## src/sv/gfla_ram.sv

```systemverilog
`timescale 1ns / 1ps
`default_nettype none
module gfla_ram #(
    parameter int WIDTH = 8,
    parameter int DEPTH = 16
) (
    input  wire logic                     i_clk,
    input  wire logic                     i_we,
    input  wire logic [$clog2(DEPTH)-1:0] i_waddr,
    input  wire logic [WIDTH-1:0]         i_wdata,
    input  wire logic [$clog2(DEPTH)-1:0] i_raddr,
    output logic      [WIDTH-1:0]         o_rdata
);
    logic [WIDTH-1:0] r_mem [DEPTH];

    // write port, registered read port
    always_ff @(posedge i_clk) begin
        if (i_we) begin
            r_mem[i_waddr] <= i_wdata;
        end
        o_rdata <= r_mem[i_raddr];
    end
endmodule
`default_nettype wire

```

## config.mk

```make
export PLATFORM = sky130hd
export DESIGN_NAME = gfla_ram
export DESIGN_NICKNAME = d
export VERILOG_FILES = /design/src/sv/gfla_ram.sv
export SDC_FILE = /design/constraint.sdc
export NUM_CORES = 1
export LEC_CHECK = 0
export ABC_CLOCK_PERIOD_IN_PS = 1900
export BUFFER_PORTS_ARGS = -buffer_cell sky130_fd_sc_hd__buf_2
export CAP_MARGIN = 10
export CORE_UTILIZATION = 55
export CTS_CLUSTER_DIAMETER = 120
export CTS_CLUSTER_SIZE = 40
export DETAILED_ROUTE_END_ITERATION = 8
export GPL_ROUTABILITY_DRIVEN = 0
export PLACE_DENSITY = 0.82
export SLEW_MARGIN = 20
export SYNTH_ARGS = -nofsm -noshare
export SYNTH_HDL_FRONTEND = slang
export SYNTH_SLANG_ARGS = --single-unit
```

## constraint.sdc

```tcl
create_clock -name i_clk -period 1.9 [get_ports i_clk]
set_clock_uncertainty 0.15 [all_clocks]
set_input_delay 0.095 -clock i_clk [delete_from_list [all_inputs] [get_ports i_clk]]
set_output_delay 0.095 -clock i_clk [all_outputs]
set_load 0.02 [all_outputs]
```

==> run metrics, run 1 <==
outcome=finished, final reports clean; number of synthesized register bits=136; Syn Nets=between 200 and 250; fin. max-slew vios=0; antenna viol nets, final=0; Filler cells=roughly 520; Design Area, Final=~6200 µm²; RSZ-0062 raised after global routing=no; required time of the critical path=between 1500 and 2000 ps; Clock Latency Late Sink=a little over 500 ps; crit path max fanout=7; vias per cell=6.14; synthesized area=5150 µm²; hold path startpoint=i_waddr[0]; Area growth, synth to finish=20.9%; nets@finish=around 310; Sinks on Clock Net=around 140; Arr. time, crit path=roughly 1800 ps; Core Rows=34; WL final=approximately 11000 µm; deepest clock path buffer count=2; worst rel slew slack=54.5%; clock tree from TritonCTS=built; Die X=about 100 µm; gr usage total=23.9%; Final WS setup=about 160 ps; crit path from=i_waddr[1]; largest net degree at the start of global routing=33; Port Buffers=25; maxcap violations=0; 1st-pass router iterations=4; R2R Path Start=r_mem[1][0]; total global routing overflow=0; YS warnings=0; Hold Buf Count CTS=10; register area share after synthesis=slightly below 80%; initial cell density of the core=57.9%; CTS resizes=0; transition time at the pin with the least slew margin=just under 700 ps; share of layout cells above drive strength 1=30.6%; Max VDD drop=~0.66 mV; Post-Place Setup Slack=196 ps; number of global-route vias before repair=2781; Worst-path clk slew=roughly 60 ps; Synth cell types=19; global-route wire length before repair=about 16000 µm; crit path capture type=flip-flop; Die Ht=98.7 µm; Leakage Power=roughly 2.2 nW; clk root buf=clkbuf_8; Post-Syn Instances=229; Setup TNS=0 ps; via count=2550; final setup fails=0; DRC errors left=0; die area=approximately 10000 µm²; post-layout min period=about 1700 ps; PwrDens=between 1000 and 1500 nW/µm²; Final period util=91.3%; post-DR wirelength/cell=around 26 µm; Post-DP HPWL=approximately 6000 µm; n_diodes=0; critical path class=in -> reg; dpl cell area=between 5000 and 6000 µm²; Num CTS Buffers=17; Mapped Avg Cell Area=between 20 and 25 µm²; minimum hold slack=24.8 ps; Fin. Hold Viols=0; IO Count=26; H-tree lvl count=4; Setup crit start kind=input port; Post-CTS Setup Inserts=0; min-delay worst type=in -> reg; Max Clk Rate=about 580 MHz; Starting DRT DRC Count=190; initial antenna violation count=0; core area=8890 µm²
==> per-layer routing <==
metal | vias up | routed length, µm | global-route usage [%]
met2 | 111 | 5640 | 41.6
met4 | 0 | 163 | 8.73
met5 | - | 0 | 0
met3 | 13 | 675 | 4.96
li1 | 1105 | - | -
met1 | 1321 | 4190 | 30.0
==> power by group <==
group,switching [mW],internal (mW)
clock,1.14,2.12
combinational,0.206,0.154
sequential,0.0198,3.36
==> stage by stage <==
stage	instances	power, mW	util, %
after floorplan	229	3.63	-
after detailed placement	374	3.77	62.1
after global placement	374	3.76	62.1
after CTS	415	7.03	70.0
final	415	7.00	70.0
after global routing	415	7.19	70.0
==> worst paths after layout <==
| check | endpoint | slack, ps | depth (start not counted) |
|---|---|---|---|
| min | r_mem[0][4] | 20 | 3 |
| min reg2reg | o_rdata[1] | 540 | 3 |
| max reg2reg | o_rdata[0] | 350 | 3 |
| max | r_mem[0][2] | 160 | 5 |
==> placed cells by master (no fill, tap or decap), types with 5 or more instances in the layout <==
master | Yosys | final
mux4_2 | 18 | 18
nor2_1 | 13 | 13
mux4_1 | 14 | 14
edfxtp_1 | 128 | 128
clkbuf_8 | 0 | 5
a22oi_1 | 16 | 16
dfxtp_1 | 8 | 8
nand2_1 | 9 | 9
buf_2 | 3 | 25
clkbuf_16 | 0 | 16
buf_4 | 1 | 19
dlygate4sd3_1 | 0 | 10
==> worst max-delay path, stage by stage <==
cell	delay [ps]
dlygate4sd3_1	530
buf_2	170
nor3_1	270
dlygate4sd3_1	620
buf_4	130
==> final cells by class <==
| class | instances | area, µm² | share of cell area [%] |
|---|---|---|---|
| timing repair buffer | 57 | 428 | 6.88 |
| clock inverter | 8 | 120 | 1.93 |
| multi-input combinational | 83 | 1060 | 17.0 |
| clock buffer | 23 | 477 | 7.66 |
| tap | 108 | 135 | 2.17 |
| sequential | 136 | 4000 | 64.4 |
==> cells in the mapped netlist <==
library cell / instances / share of area, %
a22oi_1: 16 / 2.3
and2_1: 1 / 0.12
and2b_1: 1 / 0.15
buf_2: 3 / 0.29
buf_4: 1 / 0.15
buf_6: 3 / 0.66
clkdlybuf4s25_2: 3 / 0.58
dfxtp_1: 8 / 3.1
edfxtp_1: 128 / 75
mux4_1: 14 / 7.1
mux4_2: 18 / 7.9
nand2_1: 9 / 0.66
nand2b_1: 2 / 0.24
nand3_1: 1 / 0.097
nand3b_1: 2 / 0.29
nor2_1: 13 / 0.95
nor2b_1: 1 / 0.12
nor3_1: 4 / 0.39
or3b_2: 1 / 0.17
==> kinds of logic after synthesis <==
kind of cell / synth area share, %
DFF: 77.8
muxes: 15.0
buffers and inverters: 1.68
AOI/OAI and AO/OA: 2.33
and+or+nand+nor: 3.18
==> flip-flops by register name, indices dropped and copies added, names as in the netlist <==
| signal | cells |
|---|---|
| o_rdata | 8 |
| r_mem | 128 |
No activity file was read; power rests on OpenSTA's default activity.
==> run 2: changes to the inputs <==
Settings changed: PLACE_DENSITY 0.82 to 0.8, SLEW_MARGIN 20 to 10.
==> run metrics, run 2 (synthesis results as in run 1) <==
outcome=finished, final reports clean; global-route wire length before repair=15000 µm; Num CTS Buffers=17; Post-DP HPWL=6060 µm; DRC errors left=0; required time of the critical path=between 1500 and 2000 ps; crit path capture type=flip-flop; via count=about 2500; final setup fails=0; initial cell density of the core=about 58%; core area=8890 µm²; RSZ-0062 raised after global routing=no; crit path max fanout=8; Fin. Hold Viols=0; Max VDD drop=between 0.5 and 0.6 mV; antenna viol nets, final=0; power after layout=6.95 mW; Setup TNS=0 ps; number of global-route vias before repair=2582; transition time at the pin with the least slew margin=between 400 and 500 ps; Max Clk Rate=610 MHz; placed insts=approximately 370; max reg flops=128; Starting DRT DRC Count=200; critical path class=in -> reg; Area growth, synth to finish=21.1%; initial antenna violation count=0; min-delay worst type=in -> reg; post-DR wirelength/cell=around 24 µm; clock tree from TritonCTS=built; Finished Layout Cells=419; Final period util=between 80 and 90%; share of layout cells above drive strength 1=between 30 and 40%; clk root buf=clkbuf_8; Port Buffers=25; Die X=a little under 100 µm; largest net degree at the start of global routing=33; Clock Latency Late Sink=approximately 520 ps; dpl cell area=~5500 µm²; Core Rows=34; die area=about 9700 µm²; Leakage Power=between 2 and 2.5 nW; Sinks on Clock Net=approximately 140; vias per cell=6.00; Arr. time, crit path=~1700 ps; gr usage total=roughly 23%; WL final=around 10000 µm; most frequent cells in the layout=128 x edfxtp_1, 25 x buf_2, 19 x buf_4; maxcap violations=0; deepest clock path buffer count=2; Worst-path clk slew=60 ps; post-layout min period=roughly 1600 ps; Setup crit start kind=input port; Post-CTS Setup Inserts=0; PwrDens=around 1100 nW/µm²; Most flops, register=r_mem; 1st-pass router iterations=5; total global routing overflow=0; H-tree lvl count=4; commonest non-fill, non-tap cell in the layout=edfxtp_1; IO Count=26; Design Area, Final=6240 µm²; Die Ht=98.7 µm; fin. max-slew vios=0; worst rel slew slack=between 70% and 80%; nets@finish=around 320; n_diodes=0; biggest regs=r_mem x128, o_rdata x8
-- run 2: cell types whose count changed in the layout (fill, tap and decap cells not counted), sizes merged --
| cell | before | now |
|---|---|---|
| inv | 0 | 2 |
| buf | 47 | 46 |
| dlygate4sd3 | 10 | 14 |
| clkinv | 4 | 6 |
| clkbuf | 23 | 17 |
| clkinvlp | 1 | 4 |
-- run 2: where the power goes --
part / total (mW) / switching [mW] / internal [mW]
Combinational: 0.352 / 0.196 / 0.156
Clock: 3.22 / 1.22 / 2.00
Sequential: 3.38 / 0.0251 / 3.35
Total: 6.95 / 1.44 / 5.51
-- run 2: area by class of cell --
| cell class | instances | area, µm² |
|---|---|---|
| multi-input combinational | 83 | 1060 |
| fill | 554 | 2660 |
| sequential | 136 | 4000 |
| tap | 108 | 135 |
| timing repair buffer | 60 | 448 |
| clock buffer | 17 | 414 |
| clock inverter | 15 | 178 |
-- run 2: final timing paths --
path	from	end	slack [ps]	cells after the start
hold / removal	i_waddr[2]	r_mem[3][0]	80	4
setup reg to reg	r_mem[1][0]	o_rdata[0]	340	3
setup / recovery	i_waddr[1]	r_mem[0][2]	260	5
hold reg to reg	r_mem[12][4]	o_rdata[4]	530	3
-- run 2: critical path, stage by stage --
cell	delay [ps]
dlygate4sd3_1	530
buf_2	160
nor3_1	170
dlygate4sd3_1	570
buf_4	190
-- run 2: repair_timing --
item,4_1_cts,5_1_grt
hold buffers,14,0
setup endpoints to repair,0,0
gates resized for setup,0,0
endpoints found under the hold margin,164,0
-- run 2: metal layers --
layer | GRT usage, % | share of wire [%] | up-vias
li1 | - | - | 1112
met4 | 9.64 | 2.8 | 0
met2 | 36.8 | 51 | 104
met5 | 0 | 0 | -
met1 | 30.0 | 41 | 1277
met3 | 5.96 | 5.2 | 20
-- run 2: through the flow --
step | setup WS [ps] | hold slack [ps] | util [%]
floorplan | 162 | 43.9 | -
global placement | 243 | 326 | 61.9
detailed placement | 221 | 337 | 61.9
CTS | 255 | 52.5 | 70.1
global route | 224 | 80.9 | 70.1
finish | 262 | 79.2 | 70.1
==> run 3: changes to the inputs <==
Settings changed: ABC_CLOCK_PERIOD_IN_PS 1900 to 2100.
Clock period 1.9 ns to 2.1 ns, I/O delays scaled along.
==> run metrics, run 3 (synthesis results as in run 1) <==
post-DR wirelength/cell=24.1 µm; largest net degree at the start of global routing=33; CP max stage delay=roughly 570 ps; share of layout cells above drive strength 1=between 30% and 40%; crit path max fanout=8; IO Count=26; Post-CTS Setup Inserts=0; Sinks on Clock Net=~140; Crit path top cell by count=dlygate4sd3_1; Setup crit start kind=input port; final setup fails=0; commonest non-fill, non-tap cell in the layout=edfxtp_1; worst rel slew slack=approximately half; initial antenna violation count=0; max reg flops=approximately 130; antenna viol nets, final=0; maxcap violations=0; global-route wire length before repair=between 15000 and 20000 µm; via count=roughly 2600; grt met2 use=35.1%; nets@finish=313; core area=between 8000 and 9000 µm²; clock tree from TritonCTS=built; clk root buf=clkbuf_8; post-layout min period=roughly 1700 ps; Arr. time, crit path=around 1700 ps; biggest regs=r_mem x128, o_rdata x8; total global routing overflow=0; fin. max-slew vios=0; transition time at the pin with the least slew margin=between 700 and 800 ps; Worst-path clk slew=60 ps; Max VDD drop=0.564 mV; power after layout=around 6.5 mW; Fin. Hold Viols=0; Final period util=79.9%; vias per cell=around 6.2; Leakage Power=2.16 nW; Max Clk Rate=596 MHz; die area=slightly below 10000 µm²; M1 GR Usage=a little under a third; deepest clock path buffer count=2; Die X=98.7 µm; Port Buffers=25; Crit-path slowest cell=dlygate4sd3_1; Num CTS Buffers=17; PwrDens=about 1000 nW/µm²; gr busiest metal=met2; required time of the critical path=about 2200 ps; most frequent cells in the layout=128 x edfxtp_1, 25 x buf_2, 19 x buf_4; CTS resizes=0; Most flops, register=r_mem; Core Rows=34; Starting DRT DRC Count=between 200 and 250; critical path class=in -> reg; met3 demand-to-capacity share in global routing=~7.4%; Post-DP HPWL=slightly below 6000 µm; n_diodes=0; RSZ-0062 raised after global routing=no; WL final=10000 µm; min-delay worst type=in -> reg; outcome=finished, final reports clean; Die Ht=between 90 and 100 µm; Setup TNS=0 ps; Area growth, synth to finish=21.1%; number of global-route vias before repair=approximately 2600; crit path capture type=flip-flop; 1st-pass router iterations=4; initial cell density of the core=about 58%; Cell Chain, Critical Path=dlygate4sd3_1 -> buf_2 -> nor3_1 -> dlygate4sd3_1 -> buf_4; H-tree lvl count=4; Clock Latency Late Sink=510 ps; gr usage total=23.1%; r2r setup slk=approximately 490 ps; DRC errors left=0; Hold Buf Count CTS=12
-- run 3: changes by cell type in the layout (fill, tap and decap cells not counted), sizes merged --
cell         delta
dlygate4sd3     -2
clkinvlp        -2
buf             -1
clkbuf          +1
bufinv          +2
inv             -2
-- run 3: worst paths after layout --
check / end / startpoint / depth (start not counted)
setup reg to reg: o_rdata[7] / r_mem[0][7] / 3
hold / removal: o_rdata[2] / i_raddr[2] / 5
setup / recovery: r_mem[0][7] / i_waddr[1] / 5
hold reg to reg: o_rdata[4] / r_mem[14][4] / 3
-- run 3: per-layer routing --
metal / vias up / wire [µm]
li1: 1104 / -
met1: 1309 / 4060
met2: 127 / 5010
met3: 17 / 737
met4: 0 / 188
met5: - / 0
-- run 3: stage by stage --
stage	util [%]	hold slack, ps	area [µm²]	instances	worst slack [ps]
2_1_floorplan	-	53.9	5150	229	352
3_3_place_gp	61.7	329	5480	372	330
5_1_grt	70.1	26.9	6230	415	397
4_1_cts	70.1	4.30	6230	415	480
3_5_place_dp	61.7	338	5480	372	292
6_report	70.1	27.8	6230	415	423
-- run 3: report_power, final --
part | leakage (nW) | internal [mW] | switching, mW
clock network | 0.306 | 2.07 | 1.06
registers | 1.22 | 3.04 | 0.0227
logic | 0.634 | 0.135 | 0.177
-- run 3: cell type report --
class	instances	area [µm²]
sequential	136	4000
fill	542	2660
multi-input combinational	83	1060
clock buffer	18	428
timing repair buffer	57	408
clock inverter	13	203
tap	108	135
-- run 3: critical path, delay by kind of cell --
family | cells | cell delay (ps)
buffers and inverters | 4 | 1450
AND/OR/NAND/NOR | 1 | 180
